$ cat config.mk
export PLATFORM = sky130hd
export DESIGN_NAME = mwalu_post
export DESIGN_NICKNAME = d
export VERILOG_FILES = /design/src/rtl/mwalu_pkg.sv /design/src/rtl/mwalu_post.sv
export SDC_FILE = /design/constraint.sdc
export NUM_CORES = 1
export LEC_CHECK = 0
export BUFFER_PORTS_ARGS = -buffer_cell sky130_fd_sc_hd__clkbuf_2
export CAP_MARGIN = 15
export CORE_MARGIN = 2
export CORE_UTILIZATION = 30
export DETAILED_ROUTE_END_ITERATION = 7
export PLACE_DENSITY = 0.55
export SLEW_MARGIN = 15
export SYNTH_ARGS = -nofsm -noshare
export SYNTH_HDL_FRONTEND = slang
export SYNTH_SLANG_ARGS = --single-unit
$ cat constraint.sdc
create_clock -name clk -period 4 [get_ports clk]
set_input_delay 0.8 -clock clk [delete_from_list [all_inputs] [get_ports clk]]
set_output_delay 0.8 -clock clk [all_outputs]
set_load 0.02 [all_outputs]
$ cat src/rtl/mwalu_pkg.sv
// ----------------------------------------------------------------------------
// mwalu_pkg
// Shared codes, types and helpers of the multi-width integer alu.
// ----------------------------------------------------------------------------
`default_nettype none

package mwalu_pkg;

  localparam int DEF_MAX_WIDTH = 64;
  localparam int DATA_W        = 64;

  typedef enum logic [3:0] {
    FN_ADD  = 4'd0,
    FN_SUB  = 4'd1,
    FN_MUL  = 4'd2,
    FN_SHL  = 4'd3,
    FN_ASHR = 4'd4,
    FN_LSHR = 4'd5,
    FN_SDIV = 4'd6,
    FN_UDIV = 4'd7,
    FN_SREM = 4'd8,
    FN_UREM = 4'd9,
    FN_CMP  = 4'd10,
    FN_UMIN = 4'd11,
    FN_SMIN = 4'd12,
    FN_UMAX = 4'd13,
    FN_SMAX = 4'd14,
    FN_ABS  = 4'd15
  } func_t;

  localparam logic [2:0] WS_1  = 3'd0;
  localparam logic [2:0] WS_8  = 3'd1;
  localparam logic [2:0] WS_16 = 3'd2;
  localparam logic [2:0] WS_32 = 3'd3;
  localparam logic [2:0] WS_64 = 3'd4;

  // control that rides along with a request through the chain
  typedef struct packed {
    logic       vld;
    func_t      func;
    logic [2:0] wsel;
    logic       ok;
    logic       neg;
  } ctl_t;

  // width in bits, zero for an unused code
  function automatic logic [6:0] width_bits(input logic [2:0] sel);
    logic [6:0] w;
    case (sel)
      WS_1:    w = 7'd1;
      WS_8:    w = 7'd8;
      WS_16:   w = 7'd16;
      WS_32:   w = 7'd32;
      WS_64:   w = 7'd64;
      default: w = 7'd0;
    endcase
    return w;
  endfunction

  function automatic logic is_div(input func_t f);
    return (f == FN_SDIV) || (f == FN_UDIV) || (f == FN_SREM) || (f == FN_UREM);
  endfunction

endpackage

`default_nettype wire

$ cat src/rtl/mwalu_post.sv
// ----------------------------------------------------------------------------
// mwalu_post
// Output stage: picks the result, fixes signs, masks to width, registers.
// ----------------------------------------------------------------------------
`default_nettype none

module mwalu_post #(
  parameter int MW = mwalu_pkg::DEF_MAX_WIDTH
) (
  input  wire                          clk,
  input  wire                          rst,
  input  mwalu_pkg::ctl_t              ctl_in,
  input  wire  [MW-1:0]                x_in,
  input  wire  [MW-1:0]                acc_in,
  input  wire  [MW-1:0]                res_in,
  output logic                         done,
  output logic [mwalu_pkg::DATA_W-1:0] result,
  output logic                         defined
);
  import mwalu_pkg::*;

  logic [MW-1:0]     val;
  logic [6:0]        w;
  logic [DATA_W-1:0] mask64, result_next;

  always_comb begin
    case (ctl_in.func)
      FN_MUL:  val = acc_in;
      FN_UDIV: val = x_in;
      FN_UREM: val = acc_in;
      FN_SDIV: val = ctl_in.neg ? (~x_in + 1'b1) : x_in;
      FN_SREM: val = ctl_in.neg ? (~acc_in + 1'b1) : acc_in;
      default: val = res_in;
    endcase
    w = width_bits(ctl_in.wsel);
    for (int i = 0; i < DATA_W; i++) begin
      mask64[i] = 7'(i) < w;
    end
    result_next = ctl_in.ok ? (DATA_W'(val) & mask64) : '0;
  end

  always_ff @(posedge clk) begin
    if (rst) begin
      done <= 1'b0;
    end else begin
      done <= ctl_in.vld;
    end
    result  <= result_next;
    defined <= ctl_in.ok;
  end

endmodule

`default_nettype wire

# --- Yosys cells after proc, flatten, opt, wreduce, memory -nomap -nowiden ---
# Cells that the tools add are included.
op_classes:
  bitwise_logic: 3
  n_eq_ne: 9
  muxes: 4
  n_lt_le_gt_ge: 64
  add_sub_neg: 2
  reduce_logical: 2
ops:
  columns: ["operator", "count"]
  rows:
  - ["$pmux W64 S4", 1]
  - ["$lt A6 B7 Y1 const A", 32]
  - ["$add A64 B1 Y64 const B", 2]
  - ["$mux W64", 2]
  - ["$not A64 Y64", 2]
  - ["$lt A5 B7 Y1 const A", 16]
  - ["$and A64 B64 Y64", 1]
  - ["$lt A4 B7 Y1 const A", 8]
  - ["$pmux W7 S5", 1]
  - ["$lt A3 B7 Y1 const A", 4]
  - ["$lt A1 B7 Y1 const A", 2]
  - ["$lt A2 B7 Y1 const A", 2]
  - ["$eq A4 B3 Y1 const B", 2]
  - ["$eq A4 B4 Y1 const B", 2]
  - ["$eq A3 B2 Y1 const B", 2]
  - ["$eq A4 B2 Y1 const B", 1]
  - ["$eq A3 B1 Y1 const B", 1]
  - ["$eq A3 B3 Y1 const B", 1]
  - ["$logic_not A3 Y1", 1]
  - ["$reduce_or A2 Y1", 1]
word_totals:
  ff_bits: 66
  wordCells: 87
  in_bits: 204
  out_inout_bits: 66

# --- Logic depth before layout (Yosys ltp) ---
logic_depth:
  ltp_word: 5
  mapped_depth: 10

# --- Worst setup path before layout ---
# Ideal clock, no wire load.
synth_timing:
  kind: "in2reg"
  from: "input acc_in[0]"
  to: "register result[36] (netlist name)"
  setup_slack_ns: 0.836
  arrival_time_ns: 3.039
  t_required_ns: 3.876
  stages: 8
  n_path_buf: 0
  cell_sequence: "inv_1 > ha_1 > or4b_4 > or3_1 > or4_4 > o41a_1 > a221oi_1 > a21oi_1"
synth_via:
  elab_chain_len: 5
synth_lines:
  columns: ["element", "line_no", "text"]
  rows:
  - ["start: declaration", "mwalu_post.sv:14", "input wire [MW-1:0] acc_in,"]
  - ["$not A64 Y64", "mwalu_post.sv:32", "FN_SREM: val = ctl_in.neg ? (~acc_in + 1'b1) : acc_in;"]
  - ["$add A64 B1 Y64", "mwalu_post.sv:32", null]
  - ["$mux W64", "mwalu_post.sv:32", null]
  - ["$pmux W64 S4", "mwalu_post.sv:27", "case (ctl_in.func)"]
  - ["$and A64 B64 Y64", "mwalu_post.sv:39", "result_next = ctl_in.ok ? (DATA_W'(val) & mask64) : '0;"]
  - ["end signal: assignment", "mwalu_post.sv:48", "result <= result_next;"]
  - ["end: declaration", "mwalu_post.sv:17", "output logic [mwalu_pkg::DATA_W-1:0] result,"]
# No other way between the ends.
# A chain may end at the register's enable or synchronous reset.

# --- Worst setup path after layout ---
layout_timing:
  from: "input acc_in[38]"
  to: "register result[49] (netlist name)"
# The elaborated chain is that of the path after synthesis.

==> metrics.yaml <==
status: "finished clean"
max_slew_margin_pct: 21.9
maxSlewViolCount: 0
cellPowerDensity_nw_per_um2: 241
setup_viol: 0
postCtsHoldBufs: 0
dp_cells: 1414
busiest_layer: "met2"
finalSetupTns_ps: 0
cts_made_buffers: 9
drt_iter0_drc: 1218
ant_nets: 0
hold_viol: 0
yosysSeqAreaShare_pct: 20.5
cts_root_buf: "clkbuf_16"
cts_resized: 0
ir_drop_mv: 0.193
totalWireLength_mm: 33.3
design_area_um2: 8430
grt_pass1_vias: 7979
hold_end: "done"
die_w_um: 150
gp_congestion: 0.968
synth_edf_count: 0
core_um2: 21000
postSynthCellCount: 896
drc_errors: 0
synth_flop_cell: "dfxtp_1"
grtUsageMet3_pct: 5.55
rows: 53
antenna_found_initial: 2
fmax_mhz: 311
cts_tree: "done"
placed_area_um2: 8170
synth_nets: 1102
netlist_area_um2: 6440
initial_core_util_pct: 30.6
critical_path_class: "input port to register"
critPathRequiredTime_ps: 4190
ys_warn_count: 0
grt_util_all_layers_pct: 28.5
min_path_type: "input port to register"
post_cts_buffers: 0
holdPathStages: 2
dr.pass1.iters: 5
use_met2_pct: 42.5
finalNetCount: 1356
port_buffers: 269
grt_pass1_wl_mm: 48.7
fin_cells: 1432
hpwl_mm: 25.6
cts.sinks: 66
chipHeight_um: 150
endpoint_kind: "register"
die_area_um2: 22600
synthDistinctLibCells: 74
fillers: 2290
rsz0062_at_grt: "false"
cp-start-kind: "input port"
via_per_inst: 6.18
wire_per_inst_um: 23.2
grt_max_degree: 35
min_period_ps: 3210
p_leak_nw: 3.37
worstPathArrival_ps: 3400
min_from: "rst"
clock_path_buffers: 2
met1_usage_pct: 40.0
fin_crit_sh_pct: 80.4
worstMarginPinSlew_ps: 1170
avgSynthCellArea_um2: 7.18
cp_max_fo: 6
grt_overflow_total: 0
vias: 8849
drive_gt1_share_pct: 30.4
ys_ff_latch: 66
cap_violations: 0
synth-async-reset-ratio_pct: 0
path_clk_slew_ps: 50
ios: 270
areaGrowthSynthToFinish_pct: 31.0
htreeDepth: 3
synth_stat cells (10+ instances only):
library cell  number  area share, %
a211oi_1          12            1.4
a21oi_1           78            6.1
a221oi_1          30            4.1
a22oi_1           13            1.5
a31oi_1           32            3.1
clkbuf_1          48            2.8
dfxtp_1           66             21
mux2i_1           10            1.6
nand2_1           68            4.0
nand3_1           13            1.0
nand4_1           10           0.97
nor2_1            83            4.8
nor3_1            45            3.5
nor4_1            25            2.4
o21ai_0           80            6.2
o31ai_1           18            2.1
or3_1             23            2.2
or4_1             22            2.6
xnor2_1           32            4.4
xor2_1            28            3.8
cell families (layout without fill, tap and decap cells):
family,after synthesis,in the layout,share of synthesized area [%]
AND/OR/NAND/NOR,349,349,29.8
flip-flops,66,66,20.5
XOR/XNOR,60,60,8.16
other,0,3,0
multiplexers,14,14,2.26
buffers and inverters,67,325,3.99
adder cells (fa/ha/maj),2,2,0.389
AO/OA/AOI/OAI,338,338,34.9
sequential cells by signal (all words and copies together) (netlist names):
name and count:
result 64, defined 1, done 1
report_power, final:
group / internal (mW) / switching, mW / leakage, nW
Clock: 0.418 / 0.311 / 0.118
Combinational: 0.228 / 0.386 / 2.71
Sequential: 0.680 / 0.00681 / 0.537
Total: 1.33 / 0.703 / 3.37
critical path, cell delays in order:
cell and delay, ps:
clkbuf_2 140, or4_1 650, nor4_1 610, and4_1 500, nor3_1 80, a2111oi_0 400, a31oi_1 220
placed cells by master (no fill, tap or decap), types with 12 or more instances in the layout:
cell type	n
a211oi_1	12
nand3_1	13
dfxtp_1	66
xor2_1	28
a22oi_1	13
nor3_1	44
clkbuf_2	269
nor4_1	25
o21ai_0	79
xnor2_1	32
nand2_1	68
o31ai_1	18
buf_4	33
a31oi_1	32
nor2_1	82
a221oi_1	30
or3_1	23
a21oi_1	77
or4_1	22
cell type report:
type	count	area, µm²	share of cell area, %
multi-input combinational	763	4880	57.9
timing repair buffer	302	1590	18.9
sequential	66	1320	15.7
tap	275	344	4.08
clock buffer	15	248	2.94
inverter	8	30.0	0.356
antenna	3	7.51	0.0891
through the flow:
| stage | hold WS (ps) | setup slack (ps) | power (mW) | utilization [%] |
|---|---|---|---|---|
| 5_1_grt | 602 | 627 | 2.12 | 40.1 |
| 4_1_cts | 598 | 872 | 2.03 | 40.1 |
| 6_report | 602 | 786 | 2.03 | 40.1 |
| 3_5_place_dp | 960 | 519 | 1.30 | 38.9 |
| 3_3_place_gp | 955 | 516 | 1.30 | 38.9 |
| 2_1_floorplan | 828 | 836 | 0.994 | - |
per-layer routing:
metal / share of wire, % / wire length, µm
met3: 11 / 3620
met1: 43 / 14200
met2: 43 / 14300
met5: 0 / 0
met4: 3.5 / 1160
how the worst max path moves through the flow:
stage          slack, ps  startpoint          to
2_1_floorplan        840   acc_in[0]  result[36]
3_3_place_gp         520  acc_in[14]  result[45]
3_5_place_dp         520  acc_in[38]  result[59]
4_1_cts              870   acc_in[0]  result[36]
5_1_grt              630  acc_in[38]  result[59]
6_report             790  acc_in[38]  result[49]
Note: power is estimated with default switching activity, not from simulation.
