**src/rtl/mwalu_pkg.sv**
```systemverilog
// ----------------------------------------------------------------------------
// mwalu_pkg
// Shared codes, types and helpers of the multi-width integer alu.
// ----------------------------------------------------------------------------
`default_nettype none

package mwalu_pkg;

  localparam int DEF_MAX_WIDTH = 64;
  localparam int DATA_W        = 64;

  typedef enum logic [3:0] {
    FN_ADD  = 4'd0,
    FN_SUB  = 4'd1,
    FN_MUL  = 4'd2,
    FN_SHL  = 4'd3,
    FN_ASHR = 4'd4,
    FN_LSHR = 4'd5,
    FN_SDIV = 4'd6,
    FN_UDIV = 4'd7,
    FN_SREM = 4'd8,
    FN_UREM = 4'd9,
    FN_CMP  = 4'd10,
    FN_UMIN = 4'd11,
    FN_SMIN = 4'd12,
    FN_UMAX = 4'd13,
    FN_SMAX = 4'd14,
    FN_ABS  = 4'd15
  } func_t;

  localparam logic [2:0] WS_1  = 3'd0;
  localparam logic [2:0] WS_8  = 3'd1;
  localparam logic [2:0] WS_16 = 3'd2;
  localparam logic [2:0] WS_32 = 3'd3;
  localparam logic [2:0] WS_64 = 3'd4;

  // control that rides along with a request through the chain
  typedef struct packed {
    logic       vld;
    func_t      func;
    logic [2:0] wsel;
    logic       ok;
    logic       neg;
  } ctl_t;

  // width in bits, zero for an unused code
  function automatic logic [6:0] width_bits(input logic [2:0] sel);
    logic [6:0] w;
    case (sel)
      WS_1:    w = 7'd1;
      WS_8:    w = 7'd8;
      WS_16:   w = 7'd16;
      WS_32:   w = 7'd32;
      WS_64:   w = 7'd64;
      default: w = 7'd0;
    endcase
    return w;
  endfunction

  function automatic logic is_div(input func_t f);
    return (f == FN_SDIV) || (f == FN_UDIV) || (f == FN_SREM) || (f == FN_UREM);
  endfunction

endpackage

`default_nettype wire

```
**src/rtl/mwalu_cell.sv**
```systemverilog
// ----------------------------------------------------------------------------
// mwalu_cell
// One chain cell: a shift-add multiply step or a restoring divide step.
// ----------------------------------------------------------------------------
`default_nettype none

module mwalu_cell #(
  parameter int MW = mwalu_pkg::DEF_MAX_WIDTH
) (
  input  wire                  clk,
  input  wire                  rst,
  input  mwalu_pkg::ctl_t      ctl_in,
  input  wire  [MW-1:0]        x_in,
  input  wire  [MW-1:0]        y_in,
  input  wire  [MW-1:0]        acc_in,
  input  wire  [MW-1:0]        res_in,
  output mwalu_pkg::ctl_t      ctl,
  output logic [MW-1:0]        x,
  output logic [MW-1:0]        y,
  output logic [MW-1:0]        acc
  ,output logic [MW-1:0]       res
);
  import mwalu_pkg::*;

  logic [MW:0]   t, diff;
  logic          ge;
  logic [MW-1:0] x_next, y_next, acc_next;

  always_comb begin
    t    = {acc_in, x_in[MW-1]};
    diff = t - {1'b0, y_in};
    ge   = t >= {1'b0, y_in};
    if (is_div(ctl_in.func)) begin
      // quotient bits shift in from the right as dividend bits leave
      acc_next = ge ? diff[MW-1:0] : t[MW-1:0];
      x_next   = {x_in[MW-2:0], ge};
      y_next   = y_in;
    end else begin
      acc_next = acc_in + (y_in[0] ? x_in : '0);
      x_next   = x_in << 1;
      y_next   = y_in >> 1;
    end
  end

  always_ff @(posedge clk) begin
    if (rst) begin
      ctl.vld <= 1'b0;
    end else begin
      ctl.vld <= ctl_in.vld;
    end
    ctl.func <= ctl_in.func;
    ctl.wsel <= ctl_in.wsel;
    ctl.ok   <= ctl_in.ok;
    ctl.neg  <= ctl_in.neg;
    x        <= x_next;
    y        <= y_next;
    acc      <= acc_next;
    res      <= res_in;
  end

`ifndef NO_ASSERTIONS
  // partial remainder always stays below the divisor
  a_rem_below: assert property (@(posedge clk) disable iff (rst)
    ctl.vld && ctl.ok && is_div(ctl.func) |-> acc < y)
    else $error("remainder not below divisor");
`endif

endmodule

`default_nettype wire

```
**config.mk**
```make
export PLATFORM = sky130hd
export DESIGN_NAME = mwalu_cell
export DESIGN_NICKNAME = d
export VERILOG_FILES = /design/src/rtl/mwalu_pkg.sv /design/src/rtl/mwalu_cell.sv
export SDC_FILE = /design/constraint.sdc
export NUM_CORES = 1
export LEC_CHECK = 0
export ABC_AREA = 1
export BUFFER_PORTS_ARGS = -buffer_cell sky130_fd_sc_hd__buf_2
export CAP_MARGIN = 10
export CORE_MARGIN = 5
export CORE_UTILIZATION = 34
export DETAILED_ROUTE_END_ITERATION = 12
export HOLD_SLACK_MARGIN = 0.02
export PLACE_DENSITY = 0.53
export SLEW_MARGIN = 20
export SYNTH_ARGS = -nofsm -noshare
export SYNTH_HDL_FRONTEND = slang
export SYNTH_SLANG_ARGS = --single-unit
```
**constraint.sdc**
```tcl
create_clock -name clk -period 9.05 [get_ports clk]
set_input_delay 2.2625 -clock clk [delete_from_list [all_inputs] [get_ports clk]]
set_output_delay 2.2625 -clock clk [all_outputs]
set_load 0.01 [all_outputs]
```
[Word-level counts from Yosys, hierarchy flattened]
Index checks and enable logic that the tools add are counted.
Operators by class
  bitwise operators: 0
  divide/modulo/power cells: 0
  add/subtract/negate cells: 2
  muxes and demuxes: 4
  magnitude comparators: 1
  reduce and logical (&&, ||, !) cells: 3
  shift-type cells: 0
  equal/unequal tests: 4
  multiply operators: 0
Operators by type and width (count)
  $mux W64: 3
  $ge A65 B64 Y1: 1
  $add A64 B64 Y64: 1
  $sub A64 B64 Y64: 1
  $mux W63: 1
  $eq A4 B3 Y1 const B: 2
  $eq A4 B4 Y1 const B: 2
  $logic_or A1 B1 Y1: 3
Word-level totals
  bits in writable memories: 0
  ROM bits: 0
  flip-flop bits (word level): 266
  logic and storage cells: 25
  memories kept: 0
  latch bits: 0

[Logic depth before layout (Yosys ltp)]
  word-level depth: 5
  mapped depth: 20

[Least setup slack after synthesis]
No wires, ideal clock.
  kind: input to register
  start: input y_in[0]
  end: register acc[50]
  slack: 4.529 ns
  arrival: 4.408 ns
  path buffers: 1
  library setup time: 0.113 ns
  stages on the path: 20
  required time: 8.937 ns
  path through: clkbuf_1 > nand2_1 > inv_1 > ha_1 > inv_1 > fa_1 > inv_1 > nand3_1 > nand2_1 > nand2_1 > nand2_1 > nand2_1 > nand2_1 > inv_1 > o21ai_0 > nand2_1 > nand2_1 > nand2_1 > nand3_1 > nand2_1
Between the ends
  longest elaborated chain between the ends: 3
  elaborated cells between the ends (all ways): 6
  those cells by class: add/sub (2); order compare (1); mux (3)
Ends and longest elaborated chain
  start: declaration: line mwalu_cell.sv:14  | input wire [MW-1:0] y_in,
  $mux W64, or another cell as far along: line mwalu_cell.sv:39  | acc_next = acc_in + (y_in[0] ? x_in : '0);
  $add A64 B64 Y64 / $mux W64 (equally long branches): line mwalu_cell.sv:39, mwalu_cell.sv:35
  $mux W64 *: line mwalu_cell.sv:33  | if (is_div(ctl_in.func)) begin
  named net acc_next[50]: line mwalu_cell.sv:27  | logic [MW-1:0] x_next, y_next, acc_next;
  end signal: assignment: line mwalu_cell.sv:57  | acc <= acc_next;
  end: declaration: line mwalu_cell.sv:20  | output logic [MW-1:0] acc
Mark *: on every way through the listed nets, which the timed path passes. The rest lies on a longest branch.
A chain may end at the register's enable or synchronous reset.

[Worst setup path in the final report]
  start: input y_in[0]
  end: register acc[41]
The elaborated chain is that of the path after synthesis.

==> impl_results.md <==
- Min Tclk post-route: 5.83 ns
- Die Y: 251 µm
- Status: finished clean
- Antenna violations before repair: 7
- Clk root buf: clkbuf_16
- Synth Warn #: 0
- Yosys cell types: 37
- Vias in the first global route: 20,813
- Min-Delay Path Class: in -> reg
- Met2 Usage GRT: 49.8%
- Total Wirelength: 95,200 µm
- Clock net sink count: 266
- Synth-to-layout area growth: 23.2%
- Leak pwr: 14.4 nW
- Routed WL per cell: 20.3 µm
- Max-cap violations: 0
- Non-Filler Instances: 4,685
- Initial DRC count: 1,666
- Core region area: 57,600 µm²
- Met3 usage: 4.49%
- Worst setup margin: 3.22 ns
- TritonCTS clock tree: yes
- GP Congestion: 1.01
- Layout cells sized above 1: 16.8%
- CTS Hold Buffers Added: 0
- Rows: 88
- Syn Std Cell Area: 19,700 µm²
- Final instance area: 24,300 µm²
- Worst path max stage delay: 0.79 ns
- Count of final setup violators: 0
- Syn nets: 3,766
- Initial Utilization: 34.2%
- Hold depth: 1
- Most common cell in the synthesized netlist: nand2_1
- Placed Cells: 4,619
- Synth area leaders: dfxtp_1 27%, nand2_1 25%, inv_1 13%
- Async set-reset flop share out of synthesis: 0%
- DR vias/cell: 4.74
- PwrDens: 170 nW/µm²
- Max IR drop VDD: 0.000133 V
- H-tree levels: 2
- Syn_area_per_cell: 5.85 µm²
- Routed via count: 22,229
- Fin util: 42.2%
- Hold Startpoint: res_in[15]
- CP dominant cell by count: nand2_1
- Gr ovfl total: 0
- DR DRC count: 0
- Max Slew Vio Count: 0
- Num CTS Buffers: 34
- First-pass GRT wire length: 135,000 µm
- Slowest cell on crit path: nand2_4
- Fill cell count: 6,482
- Top cells by count, synth: 1,306 x nand2_1, 683 x inv_1, 266 x dfxtp_1, 227 x nor2_1, 199 x nand3_1
- Placed instance area: 23,100 µm²
- Ports: 534
- DP Wirelength: 82,400 µm
- Grt met1 use: 35.0%
- Ys flop type: dfxtp_1
- CP Capture Type: register
- Final Cycle Share: 64.4%
- Critical path launch point type: input pin
- Seq/Total Area, Yosys: 27.0%
- Worst Hold End: res[15]
- Post-CTS setup buffers: 0
- Max clock buf depth: 3
- Worst Path Max Fanout: 66
- Critical-path cell list: buf_2, buf_4, ha_1, inv_1, nand3_1, nand3_2, nand2_1, nand2_2, nand2_1, nand2_2, nand2_2, nand2_4, nand2_4, nand2_1, nand2_1, nand2_1
- Nets: 4,288
- GRT busiest layer: met2
- First-pass iteration count of the detailed router: 9
- Fmax: 171 MHz
- Setup TNS: 0 ns
- Critical Path RT: 9.49 ns
- Die area: 62,900 µm²
- Synth Instances: 3,368
- Critical Path AT: 6.27 ns
- RSZ-0062 raised after global routing: no
- Port-buffer cells: 533
- Post-synth top area share: 27.0%
- Slew @ Worst Pin: 1.08 ns
- Largest net degree at the start of global routing: 83
- Slew headroom: 28.1%
- Number of synthesized flops with an enable pin: 0
- Routed Antenna Nets: 0
- Resize count post-CTS: 0
- Kind of critical path: in -> reg
- Hold Violations, Final: 0
- Clock-pin slew on the worst setup and hold paths: 0.06 ns
- Cell taking the most area after synthesis: dfxtp_1
- Post-synthesis register bit count: 266
- Total GRT Usage: 28.5%
- Place WS: 2.73 ns
- DIE WIDTH: 251 µm
-- where the power goes --
group	internal, mW	switching [mW]
Combinational	0.414	0.854
Sequential	1.29	0.0857
Clock	0.910	0.578
Total	2.62	1.52
-- layout by cell type (no fill, tap or decap), drive strengths merged, types with 61 or more instances in the layout --
cell	netlist	final
nand3b	61	61
ha	128	128
a21oi	127	127
dfxtp	266	266
nand3	214	214
nand2	1319	1319
inv	693	696
nor2	245	245
buf	30	538
o21ai	136	136
-- worst max-delay path, delay by kind of cell --
kind | cells | cell delay, ns
and+or+nand+nor | 12 | 2.96
adders and majority gates | 1 | 0.26
buffers and inverters | 3 | 0.68
-- area by class of cell --
cell class / instances / area (µm²) / share of cell area (%)
antenna: 4 / 10.0 / 0.0412
sequential: 266 / 5330 / 21.9
multi-input combinational: 2357 / 11500 / 47.2
clock inverter: 19 / 278 / 1.14
timing repair buffer: 538 / 2710 / 11.1
clock buffer: 43 / 935 / 3.85
tap: 765 / 957 / 3.94
inverter: 693 / 2600 / 10.7
-- cell families after synthesis --
logic type / Yosys count / synth area share [%]
AOI/OAI and AO/OA: 273 / 7.06
DFF: 266 / 27.0
and+or+nand+nor: 1897 / 40.2
xor gates and xnor gates: 57 / 2.53
adders and majority gates: 130 / 8.33
buffers and inverters: 745 / 14.8
-- per-stage QoR --
stage | total power, mW | hold WS [ns]
6_report | 4.14 | 1.81
5_1_grt | 4.34 | 1.78
4_1_cts | 4.17 | 1.77
3_5_place_dp | 2.66 | 2.37
3_3_place_gp | 2.67 | 2.36
2_1_floorplan | 2.09 | 2.29
-- per-layer routing --
layer / wire [µm] / share of wire [%]
met1: 39000 / 41
met2: 44900 / 47
met3: 6620 / 7.0
met4: 4620 / 4.9
met5: 38 / 0.040
-- state kept, by name, summed over array words and instances (netlist names) --
signal,flops
x,64
res,64
y,64
acc,64
ctl,10
-- worst max path at each step --
stage / from / end / slack (ns)
after floorplan: y_in[0] / acc[50] / 4.53
after global placement: y_in[0] / acc[44] / 2.69
after detailed placement: y_in[0] / acc[56] / 2.73
after CTS: y_in[0] / acc[50] / 3.32
after global routing: y_in[0] / acc[59] / 2.93
final: y_in[0] / acc[41] / 3.22
Power figures use the tool's default switching activity.
